$ cat config.mk
export PLATFORM = sky130hd
export DESIGN_NAME = xtea_block_cipher
export DESIGN_NICKNAME = d
export VERILOG_FILES = /design/src/design/xtea_pkg.sv /design/src/design/xtea_front.sv /design/src/design/xtea_queue.sv /design/src/design/xtea_core.sv /design/src/design/xtea_block_cipher.sv
export VERILOG_INCLUDE_DIRS = /design/src /design/src/design
export SDC_FILE = /design/constraint.sdc
export NUM_CORES = 2
export LEC_CHECK = 0
export ABC_AREA = 1
export BUFFER_PORTS_ARGS = -buffer_cell sky130_fd_sc_hd__buf_4
export CAP_MARGIN = 20
export CORE_MARGIN = 8
export CORE_UTILIZATION = 35
export CTS_BUF_LIST = sky130_fd_sc_hd__clkbuf_4 sky130_fd_sc_hd__clkbuf_8
export DETAILED_ROUTE_END_ITERATION = 16
export PLACE_DENSITY = 0.51
export RECOVER_POWER = 25
export REMOVE_ABC_BUFFERS = 1
export SYNTH_ARGS = -nofsm -noshare
export SYNTH_HDL_FRONTEND = slang
export SYNTH_SLANG_ARGS = --single-unit
$ cat constraint.sdc
create_clock -name clk -period 9 [get_ports clk]
set_clock_uncertainty 0.15 [all_clocks]
set_input_delay 0.45 -clock clk [delete_from_list [all_inputs] [get_ports clk]]
set_output_delay 0.45 -clock clk [all_outputs]
set_load 0.02 [all_outputs]
$ cat src/design/xtea_block_cipher_assert.svh
// ---------------------------------------------------------------------------
// XTEA block cipher assertion macros
// Shared property forms for the concurrent checks in the cipher modules.
// ---------------------------------------------------------------------------
`ifndef XTEA_BLOCK_CIPHER_ASSERT_SVH
`define XTEA_BLOCK_CIPHER_ASSERT_SVH

// Same-cycle implication, checked outside reset
`define XTEA_ASSERT_IMP(lbl, clk, rst_n, ante, cons) \
	lbl: assert property (@(posedge clk) disable iff (!rst_n) (ante) |-> (cons)) \
		else $error("xtea same-cycle check failed");

// Next-cycle implication, checked outside reset
`define XTEA_ASSERT_NXT(lbl, clk, rst_n, ante, cons) \
	lbl: assert property (@(posedge clk) disable iff (!rst_n) (ante) |=> (cons)) \
		else $error("xtea next-cycle check failed");

`endif

$ cat src/design/xtea_pkg.sv
// ---------------------------------------------------------------------------
// XTEA package
// Types, constants and round functions shared by the cipher modules.
// ---------------------------------------------------------------------------
package xtea_pkg;

	localparam logic [31:0] DELTA      = 32'h9E37_79B9;
	localparam logic [5:0]  MAX_ROUNDS = 6'd32;

	// Configuration register indexes
	localparam logic [2:0] CFG_KEY0   = 3'd0;
	localparam logic [2:0] CFG_KEY1   = 3'd1;
	localparam logic [2:0] CFG_KEY2   = 3'd2;
	localparam logic [2:0] CFG_KEY3   = 3'd3;
	localparam logic [2:0] CFG_ROUNDS = 3'd4;

	// Operation codes
	localparam logic OP_ENC = 1'b0;
	localparam logic OP_DEC = 1'b1;

	typedef logic [3:0][31:0] key_t;

	// One queued request, ready for the round engine
	typedef struct packed {
		logic        op;
		logic [31:0] left;
		logic [31:0] right;
		logic [5:0]  rounds;
		logic [31:0] sum;
	} job_t;

	typedef enum logic {
		ST_IDLE,
		ST_RUN
	} core_state_t;

	// Feistel mixing of one half with its subkey
	function automatic logic [31:0] mix_half(input logic [31:0] v, input logic [31:0] sub);
		mix_half = ((((v << 4) ^ (v >> 5)) + v) ^ sub);
	endfunction

endpackage

$ cat src/design/xtea_front.sv
// ---------------------------------------------------------------------------
// XTEA front end
// Holds the key and round count registers and turns each accepted request
// into a job: split halves, clamp the round count, start sum for decrypt.
// ---------------------------------------------------------------------------
module xtea_front import xtea_pkg::*; (
	input  logic        clk,
	input  logic        arst_n,
	input  logic        cfg_valid,
	output logic        cfg_ready,
	input  logic [2:0]  cfg_index,
	input  logic [31:0] cfg_data,
	input  logic        op,
	input  logic [63:0] block_in,
	output job_t        job,
	output key_t        key
);

	key_t        key_q;
	logic [5:0]  rounds_q;
	logic [5:0]  rounds_eff;
	logic [31:0] dec_sum;

	assign cfg_ready = 1'b1;
	assign key       = key_q;

	// Register writes; unknown indexes drop
	always_ff @(posedge clk or negedge arst_n) begin
		if (!arst_n) begin
			key_q    <= '0;
			rounds_q <= MAX_ROUNDS;
		end else if (cfg_valid && cfg_ready) begin
			unique case (cfg_index)
				CFG_KEY0:   key_q[0] <= cfg_data;
				CFG_KEY1:   key_q[1] <= cfg_data;
				CFG_KEY2:   key_q[2] <= cfg_data;
				CFG_KEY3:   key_q[3] <= cfg_data;
				CFG_ROUNDS: rounds_q <= cfg_data[5:0];
				default:    ;
			endcase
		end
	end

	// Clamp the round count and derive the decrypt start sum
	always_comb begin
		rounds_eff = (rounds_q > MAX_ROUNDS) ? MAX_ROUNDS : rounds_q;
		dec_sum    = 32'(DELTA * {26'd0, rounds_eff});
	end

	// Build the job
	always_comb begin
		job.op     = op;
		job.left   = block_in[63:32];
		job.right  = block_in[31:0];
		job.rounds = rounds_eff;
		job.sum    = (op == OP_DEC) ? dec_sum : 32'd0;
	end

endmodule

$ cat src/design/xtea_queue.sv
// ---------------------------------------------------------------------------
// XTEA job queue
// Short register queue between front end and round engine.
// ---------------------------------------------------------------------------
`include "xtea_block_cipher_assert.svh"

module xtea_queue import xtea_pkg::*; #(
	parameter int DEPTH = 2
) (
	input  logic clk,
	input  logic arst_n,
	input  logic push,
	input  job_t push_data,
	output logic full,
	input  logic pop,
	output logic not_empty,
	output job_t pop_data
);

	localparam int PtrW = (DEPTH > 1) ? $clog2(DEPTH) : 1;
	localparam int CntW = $clog2(DEPTH + 1);

	job_t            entries_q [DEPTH];
	logic [PtrW-1:0] wr_ptr_q;
	logic [PtrW-1:0] rd_ptr_q;
	logic [CntW-1:0] count_q;

	function automatic logic [PtrW-1:0] ptr_next(input logic [PtrW-1:0] p);
		ptr_next = (p == PtrW'(DEPTH - 1)) ? '0 : p + 1'b1;
	endfunction

	assign full      = (count_q == CntW'(DEPTH));
	assign not_empty = (count_q != '0);
	assign pop_data  = entries_q[rd_ptr_q];

	// Advance pointers and occupancy
	always_ff @(posedge clk or negedge arst_n) begin
		if (!arst_n) begin
			wr_ptr_q <= '0;
			rd_ptr_q <= '0;
			count_q  <= '0;
		end else begin
			if (push) wr_ptr_q <= ptr_next(wr_ptr_q);
			if (pop)  rd_ptr_q <= ptr_next(rd_ptr_q);
			priority if (push && !pop) count_q <= count_q + 1'b1;
			else if (pop && !push)     count_q <= count_q - 1'b1;
			else                       count_q <= count_q;
		end
	end

	// Store the pushed job
	always_ff @(posedge clk) begin
		if (push) entries_q[wr_ptr_q] <= push_data;
	end

	`XTEA_ASSERT_IMP(a_no_push_full, clk, arst_n, full, !push)
	`XTEA_ASSERT_IMP(a_no_pop_empty, clk, arst_n, !not_empty, !pop)

endmodule

$ cat src/design/xtea_core.sv
// ---------------------------------------------------------------------------
// XTEA round engine
// Takes jobs from the queue and runs one full Feistel round per cycle,
// then parks the block in the output register.
// ---------------------------------------------------------------------------
`include "xtea_block_cipher_assert.svh"

module xtea_core import xtea_pkg::*; (
	input  logic        clk,
	input  logic        arst_n,
	input  key_t        key,
	input  logic        job_valid,
	input  job_t        job,
	output logic        job_pop,
	output logic        out_valid,
	input  logic        out_stall,
	output logic [63:0] block_out
);

	core_state_t state_q;
	core_state_t state_nx;
	logic        op_q;
	logic [31:0] left_q;
	logic [31:0] right_q;
	logic [31:0] sum_q;
	logic [5:0]  cnt_q;
	logic        out_valid_q;
	logic [63:0] out_block_q;

	logic        out_free;
	logic        step;
	logic        finish;
	logic [31:0] sum_nx;
	logic [31:0] sub_a;
	logic [31:0] sub_b;
	logic [31:0] left_nx;
	logic [31:0] right_nx;

	assign out_free  = !out_valid_q || !out_stall;
	assign out_valid = out_valid_q;
	assign block_out = out_block_q;

	// Next state
	always_comb begin
		state_nx = state_q;
		unique case (state_q)
			ST_IDLE: if (job_valid) state_nx = ST_RUN;
			ST_RUN:  if (cnt_q == '0 && out_free) state_nx = ST_IDLE;
			default: state_nx = ST_IDLE;
		endcase
	end

	// Control outputs
	always_comb begin
		job_pop = 1'b0;
		step    = 1'b0;
		finish  = 1'b0;
		unique case (state_q)
			ST_IDLE: job_pop = job_valid;
			ST_RUN: begin
				step   = (cnt_q != '0);
				finish = (cnt_q == '0) && out_free;
			end
			default: ;
		endcase
	end

	// One round: first half-round at the current sum, second at the stepped sum
	always_comb begin
		if (op_q == OP_ENC) begin
			sum_nx   = sum_q + DELTA;
			sub_a    = sum_q + key[sum_q[1:0]];
			sub_b    = sum_nx + key[sum_nx[12:11]];
			left_nx  = left_q + mix_half(right_q, sub_a);
			right_nx = right_q + mix_half(left_nx, sub_b);
		end else begin
			sum_nx   = sum_q - DELTA;
			sub_a    = sum_q + key[sum_q[12:11]];
			sub_b    = sum_nx + key[sum_nx[1:0]];
			right_nx = right_q - mix_half(left_q, sub_a);
			left_nx  = left_q - mix_half(right_nx, sub_b);
		end
	end

	// Control registers
	always_ff @(posedge clk or negedge arst_n) begin
		if (!arst_n) begin
			state_q     <= ST_IDLE;
			cnt_q       <= '0;
			out_valid_q <= 1'b0;
		end else begin
			state_q <= state_nx;
			if (job_pop)   cnt_q <= job.rounds;
			else if (step) cnt_q <= cnt_q - 1'b1;
			if (finish)          out_valid_q <= 1'b1;
			else if (!out_stall) out_valid_q <= 1'b0;
		end
	end

	// Load and advance the block
	always_ff @(posedge clk) begin
		if (job_pop) begin
			op_q    <= job.op;
			left_q  <= job.left;
			right_q <= job.right;
			sum_q   <= job.sum;
		end else if (step) begin
			left_q  <= left_nx;
			right_q <= right_nx;
			sum_q   <= sum_nx;
		end
		if (finish) out_block_q <= {left_q, right_q};
	end

	`XTEA_ASSERT_IMP(a_pop_only_idle, clk, arst_n, job_pop, state_q == ST_IDLE)
	`XTEA_ASSERT_NXT(a_cnt_steps, clk, arst_n, step, cnt_q == $past(cnt_q) - 6'd1)
	`XTEA_ASSERT_IMP(a_cnt_bound, clk, arst_n, state_q == ST_RUN, cnt_q <= MAX_ROUNDS)
	`XTEA_ASSERT_IMP(a_finish_free, clk, arst_n, finish, !out_valid_q || !out_stall)

endmodule

$ cat src/design/xtea_block_cipher.sv
// ---------------------------------------------------------------------------
// XTEA block cipher
// 64-bit block, 128-bit key, 0 to 32 rounds; encrypt or decrypt per request.
//
//   channel  | handshake              | payload
//   ---------+------------------------+--------------------------
//   input    | in_valid / in_stall    | op, block_in
//   output   | out_valid / out_stall  | block_out
//   config   | cfg_valid / cfg_ready  | cfg_index, cfg_data
//
// The round engine loads a request, runs its n rounds (n = clamped round count)
// on the single round unit, then moves the block to the output register, and
// takes the next request only after that.
// The front end accepts while the queue has room, also while the engine runs.
// Reset clears the queue, the engine and the output; key resets to zero and
// the round count to 32. out_stall holds the result and backs up the queue.
// ---------------------------------------------------------------------------
module xtea_block_cipher import xtea_pkg::*; #(
	parameter int QUEUE_DEPTH = 2
) (
	input  logic        clk,
	input  logic        arst_n,
	input  logic        in_valid,
	output logic        in_stall,
	input  logic        op,
	input  logic [63:0] block_in,
	output logic        out_valid,
	input  logic        out_stall,
	output logic [63:0] block_out,
	input  logic        cfg_valid,
	output logic        cfg_ready,
	input  logic [2:0]  cfg_index,
	input  logic [31:0] cfg_data
);

	job_t front_job;
	job_t core_job;
	key_t key;
	logic q_full;
	logic q_not_empty;
	logic q_pop;
	logic q_push;

	assign in_stall = q_full;
	assign q_push   = in_valid && !q_full;

	xtea_front u_front (
		.clk       (clk),
		.arst_n    (arst_n),
		.cfg_valid (cfg_valid),
		.cfg_ready (cfg_ready),
		.cfg_index (cfg_index),
		.cfg_data  (cfg_data),
		.op        (op),
		.block_in  (block_in),
		.job       (front_job),
		.key       (key)
	);

	xtea_queue #(
		.DEPTH (QUEUE_DEPTH)
	) u_queue (
		.clk       (clk),
		.arst_n    (arst_n),
		.push      (q_push),
		.push_data (front_job),
		.full      (q_full),
		.pop       (q_pop),
		.not_empty (q_not_empty),
		.pop_data  (core_job)
	);

	xtea_core u_core (
		.clk       (clk),
		.arst_n    (arst_n),
		.key       (key),
		.job_valid (q_not_empty),
		.job       (core_job),
		.job_pop   (q_pop),
		.out_valid (out_valid),
		.out_stall (out_stall),
		.block_out (block_out)
	);

endmodule

# == After elaboration in Yosys (flattened, before gate mapping) ==
# Memories as Yosys holds them, arrays and structs flattened.
# Index checks and enable logic that the tools add are counted.
# word_totals
mem_bits_rw,206
regBits,307
input_bits,105
out_inout_bits,67
mem_count,1
# classes
magnitude_cmp,5
n_bitwise,9
add_sub_neg,19
mul,1
eq_ne,6
n_reduce_logical,21
muxes,35
# memory_table
memory,words,word_bits,rd,rd_clocked_by_memory_dff,write_ports,line_no,rtl
u_queue.entries_q,2,103,1,0,1,xtea_queue.sv:23,job_t entries_q [DEPTH];
# op_table
op,n
2-to-1 mux 32 bit,14
adder 32 bit,10
binary-select mux 32 bit (select 2 bit),4
bitwise XOR 32 x 27 -> 32 bit,4
bitwise XOR 32 bit,4
subtractor 32 bit,2
adder 32 bit (second input constant),1
multiplier 32 x 6 -> 32 bit (first input constant),1
subtractor 32 bit (second input constant),1
2-to-1 mux 6 bit,3
less-than comparator 2 x 3 -> 1 bit (second input constant),4
2-to-1 mux 1 bit,11
AND reduction 2 bit,5
== test 3 x 2 -> 1 bit (second input constant),2
> comparator 6 bit (second input constant),1
logical NOT 6 bit,1
nonzero test 2 bit,3
nonzero test 6 bit,1
subtractor 6 x 1 -> 6 bit (second input constant),1
logical NOT 1 bit,5
logical AND 1 bit,4
2-to-1 mux 2 bit,2
== test 3 x 1 -> 1 bit (second input constant),1
== test 3 bit (second input constant),1
9 further kinds,10

# == Logic depth before layout (Yosys ltp) ==
# logic_depth
word_depth,12
ltp_mapped,62
mapped_depth_nobuf,60

# == Hierarchy ==
# From an unflattened synthesis, not the netlist that was laid out.
# hier_totals
hier_cells,6601
area_unflattened_um2,49874.1
# modules_own_cells
mod,area_per_inst_um2,n_inst,seq_area_each_um2,cells_per_inst
xtea_core,33383.3,1,5034.8,5134
xtea_front,8589.5,1,3354.5,1119
xtea_queue,7891.3,1,6286.0,346
xtea_block_cipher,10.0,1,0.0,2

# == Worst setup path after synthesis ==
# OpenSTA, ideal clock, no wires.
# synth_timing
kind,register to register
startpoint,reg u_core.sum_q[0]
endpoint,reg u_core.right_q[25] (data pin)
n_path_buf,3
slack_ns,0.765
arrival_time_ns,7.817
path_stages_with_launch,47
setup_time_ns,0.267
required_ns,8.583
path_cell_list,edfxtp_1 -> inv_2 -> clkbuf_1 -> clkbuf_1 -> clkbuf_1 -> nor2_1 -> o22ai_1 -> ha_1 -> a21oi_1 -> nand2_1 -> a21boi_1 -> o21ai_1 -> a21boi_2 -> o21ai_2 -> a21oi_1 -> xor2_1 -> xor2_1 -> ha_1 -> (+11 left out) -> nand2_1 -> o21ai_2 -> a31oi_1 -> o31ai_2 -> nand2_1 -> nand2_1 -> xor2_1 -> xnor2_1 -> ha_1 -> nand2_1 -> nor2_1 -> nand2_1 -> or4_1 -> o221ai_1 -> and2_1 -> o21ai_1 -> o21ai_0 -> o21ai_0
# synth_via
elab_chain_cells,12
# synth_lines
item,line_no,rtl
start: declaration,xtea_core.sv:25,logic [31:0] sum_q;
start signal: assignment,xtea_core.sv:106,sum_q <= job.sum;
start signal: assignment,xtea_core.sv:110,sum_q <= sum_nx;
binary-select mux 32 bit (select 2 bit),xtea_core.sv:72,sub_a = sum_q + key[sum_q[1:0]];
2-to-1 mux 32 bit (implied by the code),xtea_core.sv:72,
adder 32 bit,xtea_core.sv:72,
bitwise XOR 32 bit,xtea_pkg.sv:39,mix_half = ((((v << 4) ^ (v >> 5)) + v) ^ sub);
adder 32 bit,xtea_core.sv:74,"left_nx = left_q + mix_half(right_q, sub_a);"
bitwise XOR 32 x 27 -> 32 bit,xtea_pkg.sv:39,
adder 32 bit,xtea_pkg.sv:39,
bitwise XOR 32 bit,xtea_pkg.sv:39,
adder 32 bit,xtea_core.sv:75,"right_nx = right_q + mix_half(left_nx, sub_b);"
2-to-1 mux 32 bit (*),xtea_core.sv:70,if (op_q == OP_ENC) begin
2-to-1 mux 32 bit (*),xtea_core.sv:107,end else if (step) begin
2-to-1 mux 32 bit (*),xtea_core.sv:102,if (job_pop) begin
end signal: assignment,xtea_core.sv:105,right_q <= job.right;
end signal: assignment,xtea_core.sv:109,right_q <= right_nx;
end: declaration,xtea_core.sv:24,logic [31:0] right_q;
# Every way passes the cells marked *; elsewhere a longest branch is shown, timed or not. The select of a mux whose other input is x is not followed.
# A chain may end at the register's enable or synchronous reset.

# == Worst setup path after layout ==
# layout_timing
startpoint,reg u_core.sum_q[11]
endpoint,reg u_core.left_q[30] (data pin)
# layout_via
elab_chain_cells,12
# layout_lines
item,line_no,rtl
binary-select mux 32 bit (select 2 bit),xtea_core.sv:78,sub_a = sum_q + key[sum_q[12:11]];
2-to-1 mux 32 bit (implied by the code),xtea_core.sv:78,
adder 32 bit,xtea_core.sv:78,
bitwise XOR 32 bit,xtea_pkg.sv:39,
subtractor 32 bit,xtea_core.sv:80,"right_nx = right_q - mix_half(left_q, sub_a);"
bitwise XOR 32 x 27 -> 32 bit,xtea_pkg.sv:39,
adder 32 bit,xtea_pkg.sv:39,
bitwise XOR 32 bit,xtea_pkg.sv:39,
subtractor 32 bit,xtea_core.sv:81,"left_nx = left_q - mix_half(right_nx, sub_b);"
2-to-1 mux 32 bit (*),xtea_core.sv:70,
2-to-1 mux 32 bit (*),xtea_core.sv:107,
2-to-1 mux 32 bit (*),xtea_core.sv:102,
end signal: assignment,xtea_core.sv:104,left_q <= job.left;
end signal: assignment,xtea_core.sv:108,left_q <= left_nx;
end: declaration,xtea_core.sv:23,logic [31:0] left_q;
# Marks and branches as above.

==> results.toml <==
[outcome]
status = "finished with violations"
violations = "capacitance limit, slew limit"

[critical_path]
rr_startpoint = "u_core.sum_q[11]"
crit_top_cell = "nand2_1"
ff2ff_path_depth = 51
r2r_setup_slack_ps = 330
critPathMaxFanout = 7
cp_data_arrival_time_ps = 9110
worstReg2RegEnd = "u_core.left_q[30]"
path_class = "reg -> reg"
end_kind = "flip-flop"
crit_slowest_cell = "edfxtp_1"
worstPathRequired_ps = 9430
start_kind = "flip-flop"
max_stage_delay_ps = 520

[detailed_routing]
ant_nets = 0
vias = 49600
dr_wl_met3_um = 13500
drt-total-wl_um = 219000
vias_per_cell = 5.35
top_layer_used = "met4"
firstDrtPassIters = 6
drt_iter0_drc = 4405
wl_met2_um = 101000
drt-wirelength-per-cell_um = 23.6
drc = 0
wl_met1_um = 94600

[timing]
setup_violations = 0
rsz0062_at_grt = "yes"
layout_min_cycle_time_ps = 8670
worst_pin_slew_ps = 2890
maxClockFrequency_mhz = 115
slew_violations = 89
slew_headroom_pct = -92.9
fin_crit_sh_pct = 96.4
hold_viol_final = 0

[run]
cap_violations = 2

[clock_tree]
path_clk_slew_ps = 70
clk_latency_ps = 890
numCtsBuffers = 89
clk_path_buf_depth = 3
cts_sinks = 513
clock-root-buffer = "clkbuf_8"
cts_tree = "built"
htree_levels = 3

[floorplanning]
io_pins = 172
rows = 136
start_util_pct = 35.2
die_w_um = 388
core-area_um2 = 137000
die-area_um2 = 150000
die_h_um = 388

[cells_and_area]
final_nets = 7987
nFillCells = 13900
design_area_um2 = 62000
syn2layout_area_growth_pct = 28.2
layout-drive-gt1-share_pct = 20.1

[yosys]
syn_area_um2 = 48300
ys.flop_type = "edfxtp_1"
synth_edf_count = 367
seq_area_frac_synth_pct = 30.4
synth_top_area_share_pct = 22.8
syn_avg_cell_area_um2 = 7.51
synthCells = 6433
yosys_warnings = 0
yosysUniqueCellTypes = 71
synth_top_cell_by_area = "edfxtp_1"
synth-seq-cells = 513
async_flop_share_pct = 28.5
yosys-top-cells-area = "edfxtp_1 23%, ha_1 11%, nand2_1 11%, xor2_1 7.8%, dfrtp_1 7.5%"

[grt]
grt_pass1_vias = 47900
grtUsageTotal_pct = 27.3
grt_max_degree = 65
grt_pass1_wl_um = 310000
grt-ovfl-total = 0
antenna_found_initial = 4

[worst_hold_path]
worstHoldStart = "block_in[9]"
hold_path_class = "in -> reg"
hold_depth = 2
min_to = "u_queue.entries_q[1][47]"

[placement]
dp_hpwl_um = 176000
gp_congestion = 1.02
post_dp_cell_area_um2 = 56800
port_buffers = 170
[worst max path at each step]
stage / from / endpoint / slack, ps / cells past startpoint
2_1_floorplan: u_queue.count_q[0] / u_core.cnt_q[1] / -2650 / 6
3_3_place_gp: u_core.sum_q[11] / u_core.left_q[29] / -670 / 46
3_5_place_dp: u_core.sum_q[11] / u_core.left_q[25] / -690 / 46
4_1_cts: u_core.sum_q[11] / u_core.left_q[31] / 9 / 50
5_1_grt: u_core.sum_q[11] / u_core.left_q[31] / -120 / 52
6_report: u_core.sum_q[11] / u_core.left_q[30] / 330 / 51
[routing by layer]
layer | up-vias | GRT usage (%)
met3 | 421 | 3.33
met2 | 1704 | 45.6
met4 | 0 | 9.81
met1 | 23700 | 36.3
met5 | - | 0
li1 | 23700 | -
[state kept, by name (all words and copies together) (netlist names), 2 cells and up]
| register | count |
|---|---|
| u_queue.entries_q | 206 |
| u_core.block_out | 64 |
| u_queue.count_q | 2 |
| u_core.left_q | 32 |
| u_core.sum_q | 32 |
| u_core.cnt_q | 6 |
| u_core.right_q | 32 |
| u_front.rounds_q | 6 |
| u_front.key | 128 |
[worst max-delay path, delay by kind of cell, from the launching register on]
family,cells,cell delay (ps)
simple gates,20,2010
compound gates,10,1930
buf+inv,12,1530
fa+ha+maj,4,1470
xor+xnor,5,760
flops,1,520
[per-stage QoR]
stage / setup slack, ps / util, % / setup TNS [ps] / hold slack, ps / cells
floorplan: -2650 / - / -277540 / 4.41 / 6243
global placement: -672 / 41.4 / -4510 / 278 / 8939
detailed placement: -689 / 41.4 / -5300 / 279 / 8939
CTS: 9.09 / 43.7 / 0 / 35.4 / 9209
global route: -118 / 45.1 / -850 / 177 / 9267
finish: 326 / 45.1 / 0 / 198 / 9267
[area by class of cell]
cell class,instances,area [µm²],area share (%)
Sequential cell,513,14700,23.7
Tap cell,1794,2240,3.62
Timing Repair Buffer,1068,8450,13.6
Clock buffer,128,1560,2.51
Antenna cell,1,2.50,0.00404
Multi-Input combinational cell,5070,32200,52.0
Inverter,660,2490,4.01
Clock inverter,33,325,0.525
[cell usage after synthesis, types with 12 or more instances]
library cell  instances
o22ai_1              86
nand2_2              26
ha_1                437
nor4_1               18
inv_1               644
o21ai_1              50
a31oi_1              70
fa_1                 43
clkbuf_1            162
a21boi_1             12
buf_2                14
dfrtp_1             145
o21bai_1             30
inv_2                16
o211ai_1             22
a21oi_2              13
o21a_1               27
nand2_1            1405
nor3_1               54
o21ai_2              22
o221ai_1             12
o21ai_0             704
edfxtp_1            367
a21oi_1             547
nand4_1              39
xor2_1              428
nor2_1              527
xnor2_1             150
a21o_1               29
buf_1                16
nand3_1             170
a211oi_1             15
[layout by cell type, fill, tap and decap left out, types with 38 or more instances in the layout]
master	instances
nand2_1	1376
nand2_2	53
clkbuf_4	77
edfxtp_1	367
nor3_1	43
nand4_1	39
clkbuf_1	45
dfrtp_1	144
clkbuf_8	95
inv_1	638
a21oi_2	66
o22ai_1	77
nand3_1	164
xnor2_1	140
xor2_2	38
o21ai_1	65
buf_4	844
o21ai_0	668
dlygate4sd3_1	104
nor2_1	503
a21oi_1	484
a31oi_1	57
xor2_1	396
ha_1	405
fa_1	41
[logic make-up after synthesis]
kind of cell / share of synthesized area (%)
adders and majority gates: 13.1
buffers and inverters: 6.68
AOI/OAI and AO/OA: 19.7
DFF: 30.4
other: 0.0155
muxes: 0.0414
and+or+nand+nor: 19.3
xor gates and xnor gates: 10.8
[what timing repair did]
action                                 CTS  global route
pin swaps                                2           128
endpoints found under the hold margin  407             0
setup endpoints to repair               17            34
gates resized for setup                 42           346
cloned                                   0             8
setup buffers                            4            49
hold buffers                           105             0
Power is left out: the tool's default activity adds up to more than one toggle a clock period on the data nets, which glitch-free logic cannot reach.
